--- src/rtl/sfb_pkg.sv ---
// Types and constants shared by the feather blending block.
package sfb_pkg;

  localparam int COL_W     = 12;
  localparam int END_W     = 13;
  localparam int CH_W      = 8;
  localparam int W_W       = 17;
  localparam int DIV_STEPS = 17;
  localparam int CFG_IDX_W = 2;

  localparam logic [W_W-1:0] ONE_Q16 = 17'h10000;

  // Configuration register indexes
  localparam logic [CFG_IDX_W-1:0] REG_OVERLAP_START  = 2'd0;
  localparam logic [CFG_IDX_W-1:0] REG_OVERLAP_END    = 2'd1;
  localparam logic [CFG_IDX_W-1:0] REG_DARK_THRESHOLD = 2'd2;

  localparam logic [COL_W-1:0] START_RESET = 12'd0;
  localparam logic [END_W-1:0] END_RESET   = 13'd640;
  localparam logic [CH_W-1:0]  DARK_RESET  = 8'd50;

  typedef struct packed {
    logic [COL_W-1:0] overlap_start;
    logic [END_W-1:0] overlap_end;
    logic [CH_W-1:0]  dark_threshold;
  } cfg_t;

  typedef struct packed {
    logic [CH_W-1:0] blue;
    logic [CH_W-1:0] green;
    logic [CH_W-1:0] red;
  } rgb_t;

  // How the reference weight of a pixel is found
  typedef enum logic [1:0] {
    MODE_REF,
    MODE_WARP,
    MODE_BLEND
  } mode_t;

  typedef struct packed {
    mode_t mode;
    rgb_t  ref_px;
    rgb_t  warp_px;
  } item_t;

endpackage

--- src/rtl/seam_feather_blend.sv ---
// Top level of the seam feather blending block.
//
// Input channel: in_valid / in_stall carry a column index with a reference
// and a warped RGB pixel. A transfer happens at a rising edge with in_valid
// high and in_stall low.
// Output channel: out_valid / out_stall carry the stitched RGB pixel, one per
// input pixel, in input order.
// Configuration: cfg_valid / cfg_ready write register cfg_index with
// cfg_data (0 overlap start, 1 overlap end, clamped to MAX_COLUMNS,
// 2 dark threshold). cfg_ready is always high; write only while idle.
// Throughput: one pixel per clock while out_stall is low. A pixel passes
// the entry register, the 17-stage restoring divider that forms the Q1.16
// reference weight, the colour lane registers and the output register.
// Reset (rst, synchronous) empties the pipeline and loads the overlap as
// 0..640 with a dark threshold of 50.
// A stalled output holds its pixel; empty stages still fill behind it, and
// in_stall rises only once every stage up to the input is occupied.
module seam_feather_blend import sfb_pkg::*; #(
  parameter int MAX_COLUMNS = 4096
) (
  input  logic                 clk,
  input  logic                 rst,
  input  logic                 cfg_valid,
  output logic                 cfg_ready,
  input  logic [CFG_IDX_W-1:0] cfg_index,
  input  logic [END_W-1:0]     cfg_data,
  input  logic                 in_valid,
  output logic                 in_stall,
  input  logic [COL_W-1:0]     column,
  input  logic [CH_W-1:0]      ref_blue,
  input  logic [CH_W-1:0]      ref_green,
  input  logic [CH_W-1:0]      ref_red,
  input  logic [CH_W-1:0]      warped_blue,
  input  logic [CH_W-1:0]      warped_green,
  input  logic [CH_W-1:0]      warped_red,
  output logic                 out_valid,
  input  logic                 out_stall,
  output logic [CH_W-1:0]      out_blue,
  output logic [CH_W-1:0]      out_green,
  output logic [CH_W-1:0]      out_red
);

  localparam logic [16:0] MAX_END = 17'(MAX_COLUMNS);

  cfg_t             cfg;
  logic [END_W-1:0] end_wr;
  logic             in_ready;
  logic             wp_valid;
  logic [W_W-1:0]   wp_weight;
  rgb_t             wp_ref;
  rgb_t             wp_warp;
  rgb_t             lane_px;
  logic             lane_valid;
  logic             lane_ready;
  logic             lane_en;
  logic             out_ready;

  assign cfg_ready = 1'b1;
  assign end_wr    = ({4'b0, cfg_data} > MAX_END) ? MAX_END[END_W-1:0] : cfg_data;

  // Configuration registers
  always_ff @(posedge clk) begin
    if (rst) begin
      cfg.overlap_start  <= START_RESET;
      cfg.overlap_end    <= END_RESET;
      cfg.dark_threshold <= DARK_RESET;
    end else if (cfg_valid && cfg_ready) begin
      case (cfg_index)
        REG_OVERLAP_START:  cfg.overlap_start  <= cfg_data[COL_W-1:0];
        REG_OVERLAP_END:    cfg.overlap_end    <= end_wr;
        REG_DARK_THRESHOLD: cfg.dark_threshold <= cfg_data[CH_W-1:0];
        default: ;
      endcase
    end
  end

  assign in_stall = !in_ready;

  sfb_weight_pipe u_weight (
    .clk       (clk),
    .rst       (rst),
    .cfg       (cfg),
    .in_valid  (in_valid),
    .in_ready  (in_ready),
    .column    (column),
    .ref_px    ('{blue: ref_blue, green: ref_green, red: ref_red}),
    .warp_px   ('{blue: warped_blue, green: warped_green, red: warped_red}),
    .out_valid (wp_valid),
    .out_ready (lane_ready),
    .weight    (wp_weight),
    .out_ref   (wp_ref),
    .out_warp  (wp_warp)
  );

  // Colour lanes share one valid bit
  assign out_ready  = !out_valid || !out_stall;
  assign lane_ready = !lane_valid || out_ready;
  assign lane_en    = lane_ready && wp_valid;

  always_ff @(posedge clk) begin
    if (rst) begin
      lane_valid <= 1'b0;
    end else if (lane_ready) begin
      lane_valid <= wp_valid;
    end
  end

  sfb_mix_lane u_lane_blue (
    .clk     (clk),
    .en      (lane_en),
    .weight  (wp_weight),
    .ref_ch  (wp_ref.blue),
    .warp_ch (wp_warp.blue),
    .mixed   (lane_px.blue)
  );

  sfb_mix_lane u_lane_green (
    .clk     (clk),
    .en      (lane_en),
    .weight  (wp_weight),
    .ref_ch  (wp_ref.green),
    .warp_ch (wp_warp.green),
    .mixed   (lane_px.green)
  );

  sfb_mix_lane u_lane_red (
    .clk     (clk),
    .en      (lane_en),
    .weight  (wp_weight),
    .ref_ch  (wp_ref.red),
    .warp_ch (wp_warp.red),
    .mixed   (lane_px.red)
  );

  // Merge the lanes into the output register
  always_ff @(posedge clk) begin
    if (rst) begin
      out_valid <= 1'b0;
    end else if (out_ready) begin
      out_valid <= lane_valid;
    end
  end

  always_ff @(posedge clk) begin
    if (out_ready && lane_valid) begin
      out_blue  <= lane_px.blue;
      out_green <= lane_px.green;
      out_red   <= lane_px.red;
    end
  end

endmodule

--- src/rtl/sfb_weight_pipe.sv ---
// Pixel classification and pipelined restoring divider for the reference weight.
module sfb_weight_pipe import sfb_pkg::*; (
  input  logic             clk,
  input  logic             rst,
  input  cfg_t             cfg,
  input  logic             in_valid,
  output logic             in_ready,
  input  logic [COL_W-1:0] column,
  input  rgb_t             ref_px,
  input  rgb_t             warp_px,
  output logic             out_valid,
  input  logic             out_ready,
  output logic [W_W-1:0]   weight,
  output rgb_t             out_ref,
  output rgb_t             out_warp
);

  localparam int NST = DIV_STEPS + 1;

  logic             valid [NST];
  logic [NST-1:0]   rdy;
  item_t            item  [NST];
  logic [END_W-1:0] rem   [NST];
  logic [W_W-1:0]   quo   [NST];

  logic [END_W-1:0] span;
  logic [END_W-1:0] left_in;
  logic             dark;
  mode_t            mode_in;

  assign span    = cfg.overlap_end - {1'b0, cfg.overlap_start};
  assign left_in = cfg.overlap_end - {1'b0, column};
  assign dark    = (warp_px.blue  < cfg.dark_threshold) &&
                   (warp_px.green < cfg.dark_threshold) &&
                   (warp_px.red   < cfg.dark_threshold);

  // Classify the incoming pixel against the overlap
  always_comb begin
    if (column < cfg.overlap_start) begin
      mode_in = MODE_REF;
    end else if ({1'b0, column} >= cfg.overlap_end) begin
      mode_in = MODE_WARP;
    end else if (dark) begin
      mode_in = MODE_REF;
    end else begin
      mode_in = MODE_BLEND;
    end
  end

  // A stage moves on when it is empty or the next one moves on
  assign rdy[NST-1] = !valid[NST-1] || out_ready;
  genvar k;
  generate
    for (k = 0; k < NST - 1; k++) begin : g_rdy
      assign rdy[k] = !valid[k] || rdy[k+1];
    end
  endgenerate

  assign in_ready = rdy[0];

  // Entry stage
  always_ff @(posedge clk) begin
    if (rst) begin
      valid[0] <= 1'b0;
    end else if (rdy[0]) begin
      valid[0] <= in_valid;
    end
  end

  always_ff @(posedge clk) begin
    if (rdy[0] && in_valid) begin
      item[0] <= '{mode: mode_in, ref_px: ref_px, warp_px: warp_px};
      rem[0]  <= left_in;
      quo[0]  <= '0;
    end
  end

  // One quotient bit per stage; the first stage yields the integer bit
  generate
    for (k = 0; k < DIV_STEPS; k++) begin : g_div
      logic [END_W:0] shifted;
      logic [END_W:0] diff;
      logic           take;

      if (k == 0) begin : g_first
        assign shifted = {1'b0, rem[k]};
      end else begin : g_rest
        assign shifted = {rem[k], 1'b0};
      end

      assign diff = shifted - {1'b0, span};
      assign take = shifted >= {1'b0, span};

      always_ff @(posedge clk) begin
        if (rst) begin
          valid[k+1] <= 1'b0;
        end else if (rdy[k+1]) begin
          valid[k+1] <= valid[k];
        end
      end

      always_ff @(posedge clk) begin
        if (rdy[k+1] && valid[k]) begin
          item[k+1] <= item[k];
          rem[k+1]  <= take ? diff[END_W-1:0] : shifted[END_W-1:0];
          quo[k+1]  <= {quo[k][W_W-2:0], take};
        end
      end
    end
  endgenerate

  // Pick the weight for the finished pixel
  always_comb begin
    case (item[NST-1].mode)
      MODE_REF:   weight = ONE_Q16;
      MODE_WARP:  weight = '0;
      MODE_BLEND: weight = quo[NST-1];
      default:    weight = '0;
    endcase
  end

  assign out_valid = valid[NST-1];
  assign out_ref   = item[NST-1].ref_px;
  assign out_warp  = item[NST-1].warp_px;

endmodule

--- src/rtl/sfb_mix_lane.sv ---
// One colour lane: weighted sum of reference and warped channel, registered.
module sfb_mix_lane import sfb_pkg::*; (
  input  logic            clk,
  input  logic            en,
  input  logic [W_W-1:0]  weight,
  input  logic [CH_W-1:0] ref_ch,
  input  logic [CH_W-1:0] warp_ch,
  output logic [CH_W-1:0] mixed
);

  localparam int PROD_W = W_W + CH_W;

  logic [W_W-1:0]    weight_warp;
  logic [PROD_W-1:0] prod_ref;
  logic [PROD_W-1:0] prod_warp;
  logic [PROD_W-1:0] acc;

  assign weight_warp = ONE_Q16 - weight;
  assign prod_ref    = {{W_W{1'b0}}, ref_ch}  * {{CH_W{1'b0}}, weight};
  assign prod_warp   = {{W_W{1'b0}}, warp_ch} * {{CH_W{1'b0}}, weight_warp};
  assign acc         = prod_ref + prod_warp;

  // Drop the 16 fraction bits
  always_ff @(posedge clk) begin
    if (en) begin
      mixed <= acc[16 +: CH_W];
    end
  end

endmodule

--- config.mk ---
export PLATFORM = sky130hd
export DESIGN_NAME = seam_feather_blend
export DESIGN_NICKNAME = d
export VERILOG_FILES = /design/src/rtl/sfb_pkg.sv /design/src/rtl/seam_feather_blend.sv /design/src/rtl/sfb_weight_pipe.sv /design/src/rtl/sfb_mix_lane.sv
export SDC_FILE = /design/constraint.sdc
export NUM_CORES = 2
export LEC_CHECK = 0
export BUFFER_PORTS_ARGS = -buffer_cell sky130_fd_sc_hd__buf_2
export CAP_MARGIN = 20
export CELL_PAD_IN_SITES_DETAIL_PLACEMENT = 0
export CELL_PAD_IN_SITES_GLOBAL_PLACEMENT = 2
export CORE_MARGIN = 2
export CORE_UTILIZATION = 46
export DETAILED_ROUTE_END_ITERATION = 16
export PLACE_DENSITY = 0.86
export SLEW_MARGIN = 20
export SYNTH_ARGS = -nofsm -noshare
export SYNTH_HDL_FRONTEND = slang
export SYNTH_SLANG_ARGS = --single-unit
--- constraint.sdc ---
create_clock -name clk -period 12.6 [get_ports clk]
set_input_delay 3.15 -clock clk [delete_from_list [all_inputs] [get_ports clk]]
set_output_delay 3.15 -clock clk [all_outputs]
set_load 0.05 [all_outputs]
==> results by group <==
Worst setup path
  • CP Data Required Time: 9.45 ns
  • Crit path launch type: input pin
  • Reg2reg start: u_weight.item[17][48]
  • Critical path fanouts, max: 8
  • CP startpoint: out_stall
  • Biggest cell delay along the critical path: 0.67 ns
  • Critical path arrival: 6.08 ns
  • CP cell instances: buf_2, and3_1, nand4_1, nor4_4, and4_1, nand3_1, nor2_1, buf_4, and2_1, buf_2
  • Critical path buffers and inverters: 3
  • Critical Path Sink Type: primary output
  • Setup CP Type: input pin to primary output
  • Delay-heaviest family, CP: simple AND/OR/NAND/NOR gates
  • Most frequent CP cell: buf_2
  • CP max stage cell: nor4_4

Synthesis
  • Synth cell types: 76
  • Ys flop type: edfxtp_1
  • Mapped Cells: 6157
  • Seq/Total Area, Yosys: 51.6%
  • Synthesis Warnings: 0
  • Count of state elements after synthesis: 1375
  • Asr flop ratio synth: 0%
  • Syn_area_per_cell: 12.9 µm²
  • Syn Nets: 7384
  • Number of synthesized flops with an enable pin: 1340
  • Post-Syn Area: 0.0793 mm²

Clock tree
  • Clk sinks: 1375
  • # hold bufs at CTS: 0
  • Clock root buffer: clkbuf_16
  • H-tree depth: 4
  • Clock tree buffer depth: 3
  • CTS resizes: 0
  • Clock transition at path regs: 0.07 ns
  • TritonCTS clock tree: built
  • Worst skew pair latency: 0.79 ns
  • CTS buffer count: 137
  • Postcts setup bufs: 0

Min path
  • Hold_sp: u_weight.item[3][49]
  • Hold Crit Class: flip-flop to flip-flop

Final layout
  • Final Non-Filler Cells: 8710
  • Most common cell after layout, fill and taps aside: edfxtp_1
  • Diode count: 0
  • Fin util: 51.1%
  • Area Growth Syn to Fin: 10.5%
  • FILL cells: 14600
  • Commonest non-fill, non-tap cells in the layout: 1340 x edfxtp_1, 877 x inv_1, 697 x nand2_1, 672 x fa_1, 474 x ha_1
  • Nets@finish: 7517
  • Layout cells sized above 1: 9.19%
  • Design Area, Final: 0.0876 mm²

STA
  • Slew HR: 26.0%
  • Hold WS: 0.395 ns
  • Fmax: 108 MHz
  • Hold Vio Cnt, Final: 0
  • Setup violators final: 0
  • Clock Skew: 0.0684 ns
  • Post-layout minimum cycle time: 9.23 ns
  • Final worst path period share: 73.3%
  • Fin Setup TNS: 0 ns
  • Worst-Margin Slew: 1.11 ns
  • RSZ-0062 raised after global routing: no
  • Max Slew Vio Count: 0
  • PnR worst setup slack: 3.37 ns

Global route
  • Vias in the first global route: 47100
  • Largest net degree at the start of global routing: 80
  • Initial antenna violation count: 3
  • Total grt overflow: 0
  • First-pass GRT wire length: 262000 µm
  • GRT Overall Usage: 19.2%

Route
  • Routed vias: 44700
  • 1st-iter DRT viols: 2501
  • DRT antenna net count: 0
  • Drt first pass iters: 5
  • Post-Route WL: 163000 µm
  • Vias/cell: 5.13
  • Residual DRC: 0
  • Per-cell routed wire length: 18.7 µm

Placed design
  • Gpl congestion: 0.837
  • Setup WS pre-CTS: 3.10 ns
  • Placed Cells incl. Taps: 8460
  • HPWL after DPL: 113000 µm
  • Port bufs: 105
  • DP Area: 0.0829 mm²

Floorplanning
  • Die Wd: 419 µm
  • Die Area: 0.176 mm²
  • Top Ports: 107
  • Initial core utilization: 46.3%
  • Core box area: 0.171 mm²
  • Number of core rows: 152
  • Die H: 419 µm

Power
  • Leak pwr: 34.7 nW
  • Total Power: 10.8 mW
  • Maximum vdd drop: 0.127 mV
  • Power per cell area: 123 mW/mm²

Outcome
  • Status: completed

Flow run
  • Max_cap viols: 0
## layout make-up
cell class	instances	area [µm²]	area share [%]
tap	2310	2890	3.30
sequential	1375	40900	46.7
clock inverter	86	1130	1.29
inverter	878	3300	3.76
clock buffer	163	3580	4.08
timing repair buffer	183	1130	1.29
multi-input combinational	3715	34700	39.6
## state kept, by name, summed over array words and instances (netlist names)
signal              cells
u_weight.item         900
u_lane_green.mixed      8
out_valid               1
out_green               8
u_weight.rem          221
out_blue                8
u_lane_blue.mixed       8
u_lane_red.mixed        8
lane_valid              1
cfg                    33
out_red                 8
u_weight.valid         18
u_weight.quo          153
## synthesized netlist by cell type, drive strengths merged, types with 9 or more instances
| master | count | share of area [%] |
|---|---|---|
| or3 | 11 | 0.087 |
| nand3 | 43 | 0.27 |
| nor3b | 10 | 0.095 |
| a21boi | 18 | 0.17 |
| o41ai | 14 | 0.19 |
| a21oi | 166 | 1.1 |
| ha | 475 | 7.5 |
| o21a | 29 | 0.27 |
| nor2b | 42 | 0.33 |
| mux2 | 122 | 1.7 |
| a211oi | 24 | 0.23 |
| buf | 20 | 0.12 |
| xor2 | 73 | 0.81 |
| nor2 | 236 | 1.1 |
| clkbuf | 169 | 0.80 |
| o211ai | 32 | 0.30 |
| o21ai | 171 | 1.1 |
| a211o | 9 | 0.099 |
| a31oi | 20 | 0.16 |
| edfxtp | 1340 | 51 |
| or2 | 16 | 0.13 |
| mux2i | 9 | 0.11 |
| nor3 | 69 | 0.45 |
| dfxtp | 35 | 0.88 |
| and2 | 262 | 2.1 |
| nand2b | 35 | 0.28 |
| a21o | 62 | 0.59 |
| nand2 | 697 | 3.3 |
| o21bai | 16 | 0.15 |
| nor4 | 24 | 0.20 |
| nand4 | 38 | 0.30 |
| fa | 672 | 17 |
| xnor2 | 147 | 1.6 |
| inv | 878 | 4.2 |
| and3 | 82 | 0.65 |
| a22oi | 12 | 0.11 |
## power breakdown
| group | switching (mW) | internal [mW] |
|---|---|---|
| clock network | 1.81 | 2.37 |
| logic | 0.822 | 0.636 |
| registers | 0.0253 | 5.10 |
## final timing paths
| path | end | slack [ns] | cells after the start |
|---|---|---|---|
| min reg2reg | u_weight.item[4][49] | 0.40 | 0 |
| max | in_stall | 3.37 | 10 |
| min | u_weight.item[4][49] | 0.40 | 0 |
| max reg2reg | u_lane_blue.mixed[7] | 3.52 | 28 |
## routing by layer
layer	vias to the layer above	part of all wire, %	track usage (%)	routed length [µm]
li1	21100	-	-	-
met1	22600	44	25.6	71300
met2	853	50	33.4	82100
met3	183	3.8	2.29	6190
met4	0	2.0	4.83	3290
met5	-	0	0	0
## cell families (layout without fill, tap and decap cells)
group / count (synthesis) / count (layout) / share of synthesized area, %
buf+inv: 1067 / 1310 / 5.08
compound gates: 631 / 631 / 5.05
flops: 1375 / 1375 / 51.6
xor+xnor: 220 / 220 / 2.43
mux: 131 / 131 / 1.85
other cells: 1 / 1 / 0.00473
fa+ha+maj: 1147 / 1147 / 24.5
simple gates: 1585 / 1585 / 9.48
(Power assumes the default switching activity.)
